<file path="config.mk">
export PLATFORM = sky130hd
export DESIGN_NAME = masked_pearson_correlation
export DESIGN_NICKNAME = d
export VERILOG_FILES = /design/src/sv/mpc_pkg.sv /design/src/sv/mpc_mul.sv /design/src/sv/mpc_datapath.sv /design/src/sv/mpc_ctrl.sv /design/src/sv/masked_pearson_correlation.sv
export SDC_FILE = /design/constraint.sdc
export NUM_CORES = 2
export LEC_CHECK = 0
export BUFFER_PORTS_ARGS = -buffer_cell sky130_fd_sc_hd__buf_4
export CORE_UTILIZATION = 65
export CTS_BUF_LIST = sky130_fd_sc_hd__clkbuf_4
export CTS_CLUSTER_SIZE = 10
export DETAILED_ROUTE_END_ITERATION = 10
export PLACE_DENSITY = 0.83
export SKIP_LAST_GASP = 1
export SYNTH_ARGS = -nofsm -noshare
export SYNTH_HDL_FRONTEND = slang
export SYNTH_SLANG_ARGS = --single-unit
</file>
<file path="constraint.sdc">
create_clock -name clk -period 13.2 [get_ports clk]
set_input_delay 1.32 -clock clk [delete_from_list [all_inputs] [get_ports clk]]
set_output_delay 1.32 -clock clk [all_outputs]
set_load 0.02 [all_outputs]
</file>
<file path="src/sv/mpc_pkg.sv">
// Package for the masked Pearson correlation block.
// Controller states, datapath step codes, command and status structs.
// No dependencies.
package mpc_pkg;

  typedef enum logic [1:0] {
    ST_ACC,
    ST_START,
    ST_RUN,
    ST_FIN
  } state_t;

  typedef enum logic [3:0] {
    STEP_NSXX,
    STEP_UXX,
    STEP_NSYY,
    STEP_UYY,
    STEP_NSXY,
    STEP_SXSY,
    STEP_P,
    STEP_Q,
    STEP_S2,
    STEP_TRY
  } step_t;

  localparam int CFG_IDX_BITS = 2;
  localparam int PED_BITS     = 12;
  localparam int COEF_BITS    = 16;
  localparam int K_BITS       = 16;
  localparam int BIT_IDX_BITS = 4;
  localparam int Q_SHIFT      = 32;

  localparam logic [CFG_IDX_BITS-1:0] REG_PED_A = 2'd0;
  localparam logic [CFG_IDX_BITS-1:0] REG_PED_B = 2'd1;

  localparam logic [5:0]           LOW_MASK = 6'h3F;
  localparam logic [K_BITS-1:0]    K_MAX    = 16'd32768;
  localparam logic [K_BITS-1:0]    COEF_POS_MAX = 16'd32767;
  localparam logic [BIT_IDX_BITS-1:0] BIT_TOP = 4'd15;

  typedef struct packed {
    logic                    accept;
    logic                    start;
    step_t                   step;
    logic [BIT_IDX_BITS-1:0] bit_idx;
    logic                    load_out;
  } cmd_t;

  typedef struct packed {
    logic mul_done;
    logic calc_ok;
    logic out_free;
  } status_t;

endpackage

</file>
<file path="src/sv/mpc_mul.sv">
// Shift-add multiplier, one bit of b per cycle.
// Used by mpc_datapath for all wide products; no package dependency.
module mpc_mul #(
  parameter int AW = 144,
  parameter int BW = 55
) (
  input  logic          clk,
  input  logic          rst,
  input  logic          start,
  input  logic [AW-1:0] a,
  input  logic [BW-1:0] b,
  output logic [AW-1:0] product,
  output logic          done
);

  localparam int CNTW = $clog2(BW + 1);

  logic            busy;
  logic [CNTW-1:0] cnt;
  logic [AW-1:0]   acc;
  logic [AW-1:0]   ash;
  logic [BW-1:0]   bsh;

  always_ff @(posedge clk) begin
    if (rst) begin
      busy <= 1'b0;
      done <= 1'b0;
      cnt  <= '0;
    end else begin
      done <= 1'b0;
      if (start) begin
        busy <= 1'b1;
        cnt  <= CNTW'(BW);
      end else if (busy) begin
        cnt <= cnt - 1'b1;
        if (cnt == CNTW'(1)) begin
          busy <= 1'b0;
          done <= 1'b1;
        end
      end
    end
  end

  always_ff @(posedge clk) begin
    if (start) begin
      acc <= '0;
      ash <= a;
      bsh <= b;
    end else if (busy) begin
      if (bsh[0]) acc <= acc + ash;
      ash <= {ash[AW-2:0], 1'b0};
      bsh <= {1'b0, bsh[BW-1:1]};
    end
  end

  assign product = acc;

endmodule

</file>
<file path="src/sv/mpc_datapath.sv">
// Datapath: pedestal registers, running sums, end-of-record arithmetic, output register.
// Depends on mpc_pkg and mpc_mul.
module mpc_datapath #(
  parameter int MAX_TICKS   = 16384,
  parameter int SAMPLE_BITS = 12
) (
  input  logic                                clk,
  input  logic                                rst,
  input  logic                                cfg_write,
  input  logic [mpc_pkg::CFG_IDX_BITS-1:0]    cfg_index,
  input  logic [mpc_pkg::PED_BITS-1:0]        cfg_data,
  input  logic [SAMPLE_BITS-1:0]              raw_sample_a,
  input  logic [SAMPLE_BITS-1:0]              raw_sample_b,
  input  mpc_pkg::cmd_t                       cmd,
  output mpc_pkg::status_t                    status,
  output logic                                out_valid,
  input  logic                                out_ready,
  output logic signed [mpc_pkg::COEF_BITS-1:0] coefficient,
  output logic                                coefficient_valid
);
  import mpc_pkg::*;

  localparam int SB   = SAMPLE_BITS;
  localparam int CW   = $clog2(MAX_TICKS + 1);
  localparam int XW   = SB + 1;
  localparam int SW   = SB + CW + 1;
  localparam int XYW  = 2 * SB + CW + 1;
  localparam int XXW  = 2 * SB + CW;
  localparam int VW   = 2 * SB + 2 * CW;
  localparam int CUW  = VW + 2;
  localparam int BW   = (VW + 1 > 2 * (K_BITS + 1)) ? VW + 1 : 2 * (K_BITS + 1);
  localparam int PW   = 2 * VW + Q_SHIFT + 4;
  localparam int PADW = (SB > PED_BITS) ? SB : PED_BITS;
  localparam int S_W  = K_BITS + 1;
  localparam int S2W  = 2 * S_W;

  logic [PED_BITS-1:0] ped_a;
  logic [PED_BITS-1:0] ped_b;

  logic [CW-1:0]         pair_count;
  logic signed [SW-1:0]  sum_x;
  logic signed [SW-1:0]  sum_y;
  logic signed [XYW-1:0] sum_xy;
  logic [XXW-1:0]        sum_xx;
  logic [XXW-1:0]        sum_yy;

  // sample conditioning
  logic [PADW-1:0]        ped_a_w, ped_b_w;
  logic signed [XW-1:0]   x, y;
  logic signed [2*XW-1:0] xy, xx, yy;
  logic                   mask_x, mask_y;

  assign ped_a_w = PADW'(ped_a);
  assign ped_b_w = PADW'(ped_b);
  assign x = $signed({1'b0, raw_sample_a}) - $signed({1'b0, ped_a_w[SB-1:0]});
  assign y = $signed({1'b0, raw_sample_b}) - $signed({1'b0, ped_b_w[SB-1:0]});
  assign xy = x * y;
  assign xx = x * x;
  assign yy = y * y;
  assign mask_x = (x[5:0] == '0) || (x[5:0] == LOW_MASK);
  assign mask_y = (y[5:0] == '0) || (y[5:0] == LOW_MASK);

  always_ff @(posedge clk) begin
    if (rst) begin
      ped_a <= '0;
      ped_b <= '0;
    end else if (cfg_write) begin
      case (cfg_index)
        REG_PED_A: ped_a <= cfg_data;
        REG_PED_B: ped_b <= cfg_data;
        default: ;
      endcase
    end
  end

  always_ff @(posedge clk) begin
    if (rst || cmd.load_out) begin
      pair_count <= '0;
      sum_x      <= '0;
      sum_y      <= '0;
      sum_xy     <= '0;
      sum_xx     <= '0;
      sum_yy     <= '0;
    end else if (cmd.accept && (pair_count < CW'(MAX_TICKS))) begin
      pair_count <= pair_count + 1'b1;
      if (!mask_x && !mask_y) begin
        sum_x  <= sum_x + SW'(x);
        sum_y  <= sum_y + SW'(y);
        sum_xy <= sum_xy + XYW'(xy);
        sum_xx <= sum_xx + XXW'($unsigned(xx));
        sum_yy <= sum_yy + XXW'($unsigned(yy));
      end
    end
  end

  // magnitudes of the signed sums
  logic [SW-1:0]  ux, uy;
  logic [XYW-1:0] uxy;
  assign ux  = sum_x[SW-1]   ? $unsigned(-sum_x)  : $unsigned(sum_x);
  assign uy  = sum_y[SW-1]   ? $unsigned(-sum_y)  : $unsigned(sum_y);
  assign uxy = sum_xy[XYW-1] ? $unsigned(-sum_xy) : $unsigned(sum_xy);

  // end-of-record registers
  logic signed [CUW-1:0] t1;
  logic [VW-1:0]         va, vb;
  logic [VW:0]           cmag;
  logic                  cneg;
  logic                  ok;
  logic [PW-1:0]         pp, qq;
  logic [S2W-1:0]        s2;
  logic [K_BITS-1:0]     k;

  logic [K_BITS-1:0] t;
  logic [S_W-1:0]    s;
  assign t = k | (K_BITS'(1) << cmd.bit_idx);
  assign s = {t, 1'b0} - 1'b1;

  logic [PW-1:0] mul_a;
  logic [BW-1:0] mul_b;
  logic [PW-1:0] prod;
  logic          mul_done;

  always_comb begin
    case (cmd.step)
      STEP_NSXX: begin mul_a = PW'(sum_xx); mul_b = BW'(pair_count); end
      STEP_UXX:  begin mul_a = PW'(ux);     mul_b = BW'(ux);         end
      STEP_NSYY: begin mul_a = PW'(sum_yy); mul_b = BW'(pair_count); end
      STEP_UYY:  begin mul_a = PW'(uy);     mul_b = BW'(uy);         end
      STEP_NSXY: begin mul_a = PW'(uxy);    mul_b = BW'(pair_count); end
      STEP_SXSY: begin mul_a = PW'(ux);     mul_b = BW'(uy);         end
      STEP_P:    begin mul_a = PW'(va);     mul_b = BW'(vb);         end
      STEP_Q:    begin mul_a = PW'(cmag);   mul_b = BW'(cmag);       end
      STEP_S2:   begin mul_a = PW'(s);      mul_b = BW'(s);          end
      STEP_TRY:  begin mul_a = pp;          mul_b = BW'(s2);         end
      default:   begin mul_a = '0;          mul_b = '0;              end
    endcase
  end

  mpc_mul #(.AW(PW), .BW(BW)) u_mul (
    .clk     (clk),
    .rst     (rst),
    .start   (cmd.start),
    .a       (mul_a),
    .b       (mul_b),
    .product (prod),
    .done    (mul_done)
  );

  logic signed [CUW-1:0] prod_s;
  logic signed [CUW-1:0] cu;
  assign prod_s = $signed(prod[CUW-1:0]);
  assign cu = t1 - ((sum_x[SW-1] ^ sum_y[SW-1]) ? -prod_s : prod_s);

  always_ff @(posedge clk) begin
    if (mul_done) begin
      case (cmd.step)
        STEP_NSXX, STEP_NSYY: t1 <= prod_s;
        STEP_UXX:  va <= t1[VW-1:0] - prod[VW-1:0];
        STEP_UYY:  vb <= t1[VW-1:0] - prod[VW-1:0];
        STEP_NSXY: t1 <= sum_xy[XYW-1] ? -prod_s : prod_s;
        STEP_SXSY: begin
          cneg <= cu[CUW-1];
          cmag <= cu[CUW-1] ? (VW+1)'($unsigned(-cu)) : (VW+1)'($unsigned(cu));
          ok   <= (pair_count != '0) && (va != '0) && (vb != '0);
          k    <= '0;
        end
        STEP_P:    pp <= prod;
        STEP_Q:    qq <= prod << Q_SHIFT;
        STEP_S2:   s2 <= prod[S2W-1:0];
        STEP_TRY:  if ((prod <= qq) && (t <= K_MAX)) k <= t;
        default: ;
      endcase
    end
  end

  // output register
  logic [K_BITS-1:0] coef_mag;
  assign coef_mag = cneg ? (K_BITS'(0) - k) : ((k > COEF_POS_MAX) ? COEF_POS_MAX : k);

  always_ff @(posedge clk) begin
    if (rst) begin
      out_valid <= 1'b0;
    end else if (cmd.load_out) begin
      out_valid <= 1'b1;
    end else if (out_ready) begin
      out_valid <= 1'b0;
    end
  end

  always_ff @(posedge clk) begin
    if (cmd.load_out) begin
      coefficient       <= ok ? $signed(COEF_BITS'(coef_mag)) : '0;
      coefficient_valid <= ok;
    end
  end

  assign status.mul_done = mul_done;
  assign status.calc_ok  = (pair_count != '0) && (va != '0) && (vb != '0);
  assign status.out_free = !out_valid || out_ready;

endmodule

</file>
<file path="src/sv/mpc_ctrl.sv">
// Controller state machine: input acceptance and the end-of-record step sequence.
// Depends on mpc_pkg.
module mpc_ctrl (
  input  logic             clk,
  input  logic             rst,
  input  logic             in_valid,
  input  logic             last_tick,
  output logic             in_ready,
  input  mpc_pkg::status_t status,
  output mpc_pkg::cmd_t    cmd
);
  import mpc_pkg::*;

  state_t                  state, state_next;
  step_t                   step, step_next;
  logic [BIT_IDX_BITS-1:0] bit_idx, bit_idx_next;

  always_ff @(posedge clk) begin
    if (rst) begin
      state   <= ST_ACC;
      step    <= STEP_NSXX;
      bit_idx <= BIT_TOP;
    end else begin
      state   <= state_next;
      step    <= step_next;
      bit_idx <= bit_idx_next;
    end
  end

  always_comb begin
    state_next   = state;
    step_next    = step;
    bit_idx_next = bit_idx;
    in_ready     = 1'b0;
    cmd.accept   = 1'b0;
    cmd.start    = 1'b0;
    cmd.step     = step;
    cmd.bit_idx  = bit_idx;
    cmd.load_out = 1'b0;
    case (state)
      ST_ACC: begin
        in_ready = 1'b1;
        if (in_valid) begin
          cmd.accept = 1'b1;
          if (last_tick) begin
            state_next = ST_START;
            step_next  = STEP_NSXX;
          end
        end
      end
      ST_START: begin
        cmd.start  = 1'b1;
        state_next = ST_RUN;
      end
      ST_RUN: begin
        if (status.mul_done) begin
          state_next = ST_START;
          case (step)
            STEP_NSXX: step_next = STEP_UXX;
            STEP_UXX:  step_next = STEP_NSYY;
            STEP_NSYY: step_next = STEP_UYY;
            STEP_UYY:  step_next = STEP_NSXY;
            STEP_NSXY: step_next = STEP_SXSY;
            STEP_SXSY: begin
              if (status.calc_ok) step_next = STEP_P;
              else state_next = ST_FIN;
            end
            STEP_P:    step_next = STEP_Q;
            STEP_Q: begin
              step_next    = STEP_S2;
              bit_idx_next = BIT_TOP;
            end
            STEP_S2:   step_next = STEP_TRY;
            STEP_TRY: begin
              if (bit_idx == '0) begin
                state_next = ST_FIN;
              end else begin
                bit_idx_next = bit_idx - 1'b1;
                step_next    = STEP_S2;
              end
            end
            default:   state_next = ST_FIN;
          endcase
        end
      end
      ST_FIN: begin
        if (status.out_free) begin
          cmd.load_out = 1'b1;
          state_next   = ST_ACC;
        end
      end
      default: state_next = ST_ACC;
    endcase
  end

endmodule

</file>
<file path="src/sv/masked_pearson_correlation.sv">
// Masked Pearson correlation: top level.
// Instantiates mpc_ctrl and mpc_datapath; uses mpc_pkg.
//
// Usage:
//   Sample pairs arrive on the input channel (in_valid / in_ready). Each
//   pair is pedestal-corrected; pairs where either corrected sample has its low six
//   bits all zero or all one are masked out of the sums but still counted.
//   Pairs beyond MAX_TICKS in a record are dropped.
//   Ordinary pairs are taken one per cycle.
//   A pair with last_tick set closes the record: input goes not ready while
//   the coefficient is computed, then one transaction with coefficient
//   (Q1.15, saturated) and coefficient_valid appears on the output channel.
//   The end-of-record work runs through one shift-add multiplier: six
//   products for the moments, two for the squared terms and two per bit of
//   a 16-step bit-by-bit search, the multiplier operand being BW bits wide where
//   BW = max(2*SAMPLE_BITS + 2*clog2(MAX_TICKS+1) + 1, 34), 55 by default.
//   An invalid record (empty or zero variance) stops after the first six.
//   If the receiver stalls, the result register holds and the next record
//   keeps flowing in; its last pair is taken and computed, then the input
//   stays not ready until the held result is taken.
//   Reset (rst, synchronous) clears pedestals, sums, count and output.
//   Pedestal writes on cfg_write take effect at once, with no wait.
module masked_pearson_correlation #(
  parameter int MAX_TICKS   = 16384,
  parameter int SAMPLE_BITS = 12
) (
  input  logic                                 clk,
  input  logic                                 rst,
  input  logic                                 cfg_write,
  input  logic [mpc_pkg::CFG_IDX_BITS-1:0]     cfg_index,
  input  logic [mpc_pkg::PED_BITS-1:0]         cfg_data,
  input  logic                                 in_valid,
  output logic                                 in_ready,
  input  logic [SAMPLE_BITS-1:0]               raw_sample_a,
  input  logic [SAMPLE_BITS-1:0]               raw_sample_b,
  input  logic                                 last_tick,
  output logic                                 out_valid,
  input  logic                                 out_ready,
  output logic signed [mpc_pkg::COEF_BITS-1:0] coefficient,
  output logic                                 coefficient_valid
);
  import mpc_pkg::*;

  cmd_t    cmd;
  status_t status;

  // sequencer: acceptance, step order, search bit
  mpc_ctrl u_ctrl (
    .clk       (clk),
    .rst       (rst),
    .in_valid  (in_valid),
    .last_tick (last_tick),
    .in_ready  (in_ready),
    .status    (status),
    .cmd       (cmd)
  );

  // sums, multiplier, result register
  mpc_datapath #(
    .MAX_TICKS   (MAX_TICKS),
    .SAMPLE_BITS (SAMPLE_BITS)
  ) u_dp (
    .clk               (clk),
    .rst               (rst),
    .cfg_write         (cfg_write),
    .cfg_index         (cfg_index),
    .cfg_data          (cfg_data),
    .raw_sample_a      (raw_sample_a),
    .raw_sample_b      (raw_sample_b),
    .cmd               (cmd),
    .status            (status),
    .out_valid         (out_valid),
    .out_ready         (out_ready),
    .coefficient       (coefficient),
    .coefficient_valid (coefficient_valid)
  );

endmodule

</file>
==> reports/qor.txt <==
row count: 137
Post-Syn Instances: 10,000
metal3 WL: 31,600 um
Die Span X: 376 um
Reg2Reg Depth: 43
# clock sinks: 1,119
fin nets: 11,500
Synth top area share: 0.245
crit path capture type: register
PortBufs: 62
vias in the first global route: 76,500
RSZ-0062 raised after global routing: no
core area: 0.139 mm^2
largest net degree at the start of global routing: 174
status: finished, final reports clean
Max stage delay on crit path: 570 ps
total negative slack: 0 ps
Yosys warning count: 0
Synth Flop Type: edfxtp_1
Cell Area, Synth: 0.0911 mm^2
CP max stage cell: inv_1
DR WL met2: 126,000 um
commonest cells in the netlist: 1,274 x nand2_1, 979 x inv_1, 800 x a21oi_1, 795 x nor2_1, 769 x ha_1
Initial Utilization: 0.654
Die Area: 0.142 mm^2
ys async rst share: 0
most used cell, CP: o21ai_0
Setup CP Type: reg2reg
area leader, netlist: edfxtp_1
top-count cell post-synth: nand2_1
post-synth cell types: 94
reg2reg end: u_dp.sum_xx[38]$_SDFFE_PP0P_
Setup crit start: u_dp.ped_a[1]$_SDFFE_PP0P_
Hold/Removal Path Class: in2reg
post-synthesis sequential area ratio: 0.328
R2R Setup Slk: 2250 ps
final antenna-violating net count: 0
RR Startpoint: u_dp.ped_a[1]$_SDFFE_PP0P_
grt total ovfl: 0
DR top layer: met5
CTS tree: done
Tmin final: 10,950 ps
clock buffer depth: 4
H-tree levels: 5
Root Driver: clkbuf_4
worst hold path depth: 3
Final Cycle Share: 0.830
Final setup viols: 0
Detail Placement HPWL: 216,000 um
clock transition at the register clock pins on the worst setup and hold paths after CTS: 60 ps
Least-Margin Pin Slew: 1340 ps
hold wc startpoint: cfg_data[10]
M1 WL: 112,000 um
GRT Resource Usage Total: 0.395
setup bufs post-CTS: 0
leading post-synthesis cells by cell area: edfxtp_1 24%, fa_1 12%, ha_1 11%, dfxtp_1 8.3%, nand2_1 5.2%
Iter 0 DRT Violations: 9,915
Max Cap Viol: 0
hold buffer count at CTS: 0
# IOs: 63
via/cell ratio: 6.44
clock latency on the worst-skew pair: 1280 ps
drt wl/cell: 23.2 um
first-pass GRT wire length: 434,000 um
number of flops mapped to enable cells by yosys: 743
final WL: 284,000 um
Final Skew: 113 ps
share of cells above drive strength 1: 0.0758
Inserted Clock Buffers: 317
Post-Syn Nets: 11,400
slew margin rel.: 0.0955
#FFs+latches synth: 1,119
Worst Hold Slack: 328 ps
Avg Cell Area, Syn: 9.11 um^2
fmax: 91.3 MHz
DRC errors left: 0
worst hold endpoint: u_dp.ped_a[10]$_SDFFE_PP0P_
max-slew violations: 0
CP max FO: 16
initial antenna violation count: 13
CP arrival: 12,070 ps
Die Y: 376 um
via count: 78,700
gpl congestion: 1.01
CP Launch Type: register
DRT Pass-1 Iters: 10
Area growth syn-to-layout: 7.12%
cts repair resizes: 0
Critical Path RT: 14,320 ps
Hold Fails Final Rpt: 0
cell usage in the layout (no fill, tap or decap), drive strengths merged, types with 77 or more instances in the layout:
master / netlist / layout
inv: 982 / 989
o21ai: 537 / 537
a21o: 228 / 228
nand3: 151 / 151
dfxtp: 376 / 376
fa: 550 / 550
a21oi: 800 / 800
clkbuf: 356 / 457
or3: 90 / 90
clkinv: 13 / 90
nor2: 795 / 795
xnor2: 492 / 492
o21a: 77 / 77
nand2: 1274 / 1274
nor3: 165 / 165
xor2: 232 / 232
edfxtp: 743 / 743
buf: 35 / 178
nand4: 126 / 126
o21bai: 90 / 90
ha: 769 / 769
stage by stage:
stage	std cells	instance area, um^2	setup slack [ps]	util
floorplan	10000	91100	2340	-
global placement	11700	93600	1620	0.672
detailed placement	11700	93600	1410	0.672
CTS	12200	97500	2400	0.700
global route	12200	97600	1570	0.700
finish	12200	97600	2250	0.700
metal layers:
metal	GRT usage	up-vias
met5	0	-
met4	0.187	2
met3	0.0904	868
met2	0.606	4439
met1	0.532	38000
li1	-	35400
cells by family after synthesis:
logic type	synth area share
simple gates	0.151
compound gates	0.165
buf+inv	0.0571
fa+ha+maj	0.226
flops	0.328
xor+xnor	0.0696
mux	0.00287
other cells	0.0000412
how the worst max path moves through the flow:
stage          cells after the start                            to
6_report                          43  u_dp.sum_xx[38]$_SDFFE_PP0P_
3_5_place_dp                      43  u_dp.sum_xx[38]$_SDFFE_PP0P_
2_1_floorplan                     33  u_dp.sum_xy[39]$_SDFFE_PP0P_
4_1_cts                           43  u_dp.sum_xx[38]$_SDFFE_PP0P_
5_1_grt                           43  u_dp.sum_xx[32]$_SDFFE_PP0P_
3_3_place_gp                      44  u_dp.sum_xx[38]$_SDFFE_PP0P_
layout make-up:
class,instances,area (um^2)
Clock inverter,91,524
Clock buffer,457,3430
Timing Repair Buffer,178,1350
Inverter,995,3730
Fill cell,10900,41800
Antenna cell,12,30.0
Multi-Input combinational cell,7496,56300
Tap cell,1876,2350
Sequential cell,1119,29800
worst max-delay path: cells and delay by family (launching register included):
family	cells	cell delay [ps]
fa+ha+maj	9	3810
compound gates	15	3200
simple gates	9	1920
buf+inv	7	1080
xor+xnor	3	450
flops	1	370
registers in the layout, indices dropped and copies added (netlist names), 16 cells and up:
signal,count
u_dp.pp,144
u_dp.u_mul.ash,144
u_dp.u_mul.product,144
u_dp.qq,112
u_dp.t1,56
u_dp.cmag,55
u_dp.u_mul.bsh,55
u_dp.va,54
u_dp.vb,54
u_dp.sum_xy,40
u_dp.sum_xx,39
u_dp.sum_yy,39
u_dp.s2,34
u_dp.sum_x,28
u_dp.sum_y,28
u_dp.coefficient,16
u_dp.k,16
Power is left out: the tool's default activity adds up to more than one toggle a clock period on the data nets, which glitch-free logic cannot reach.
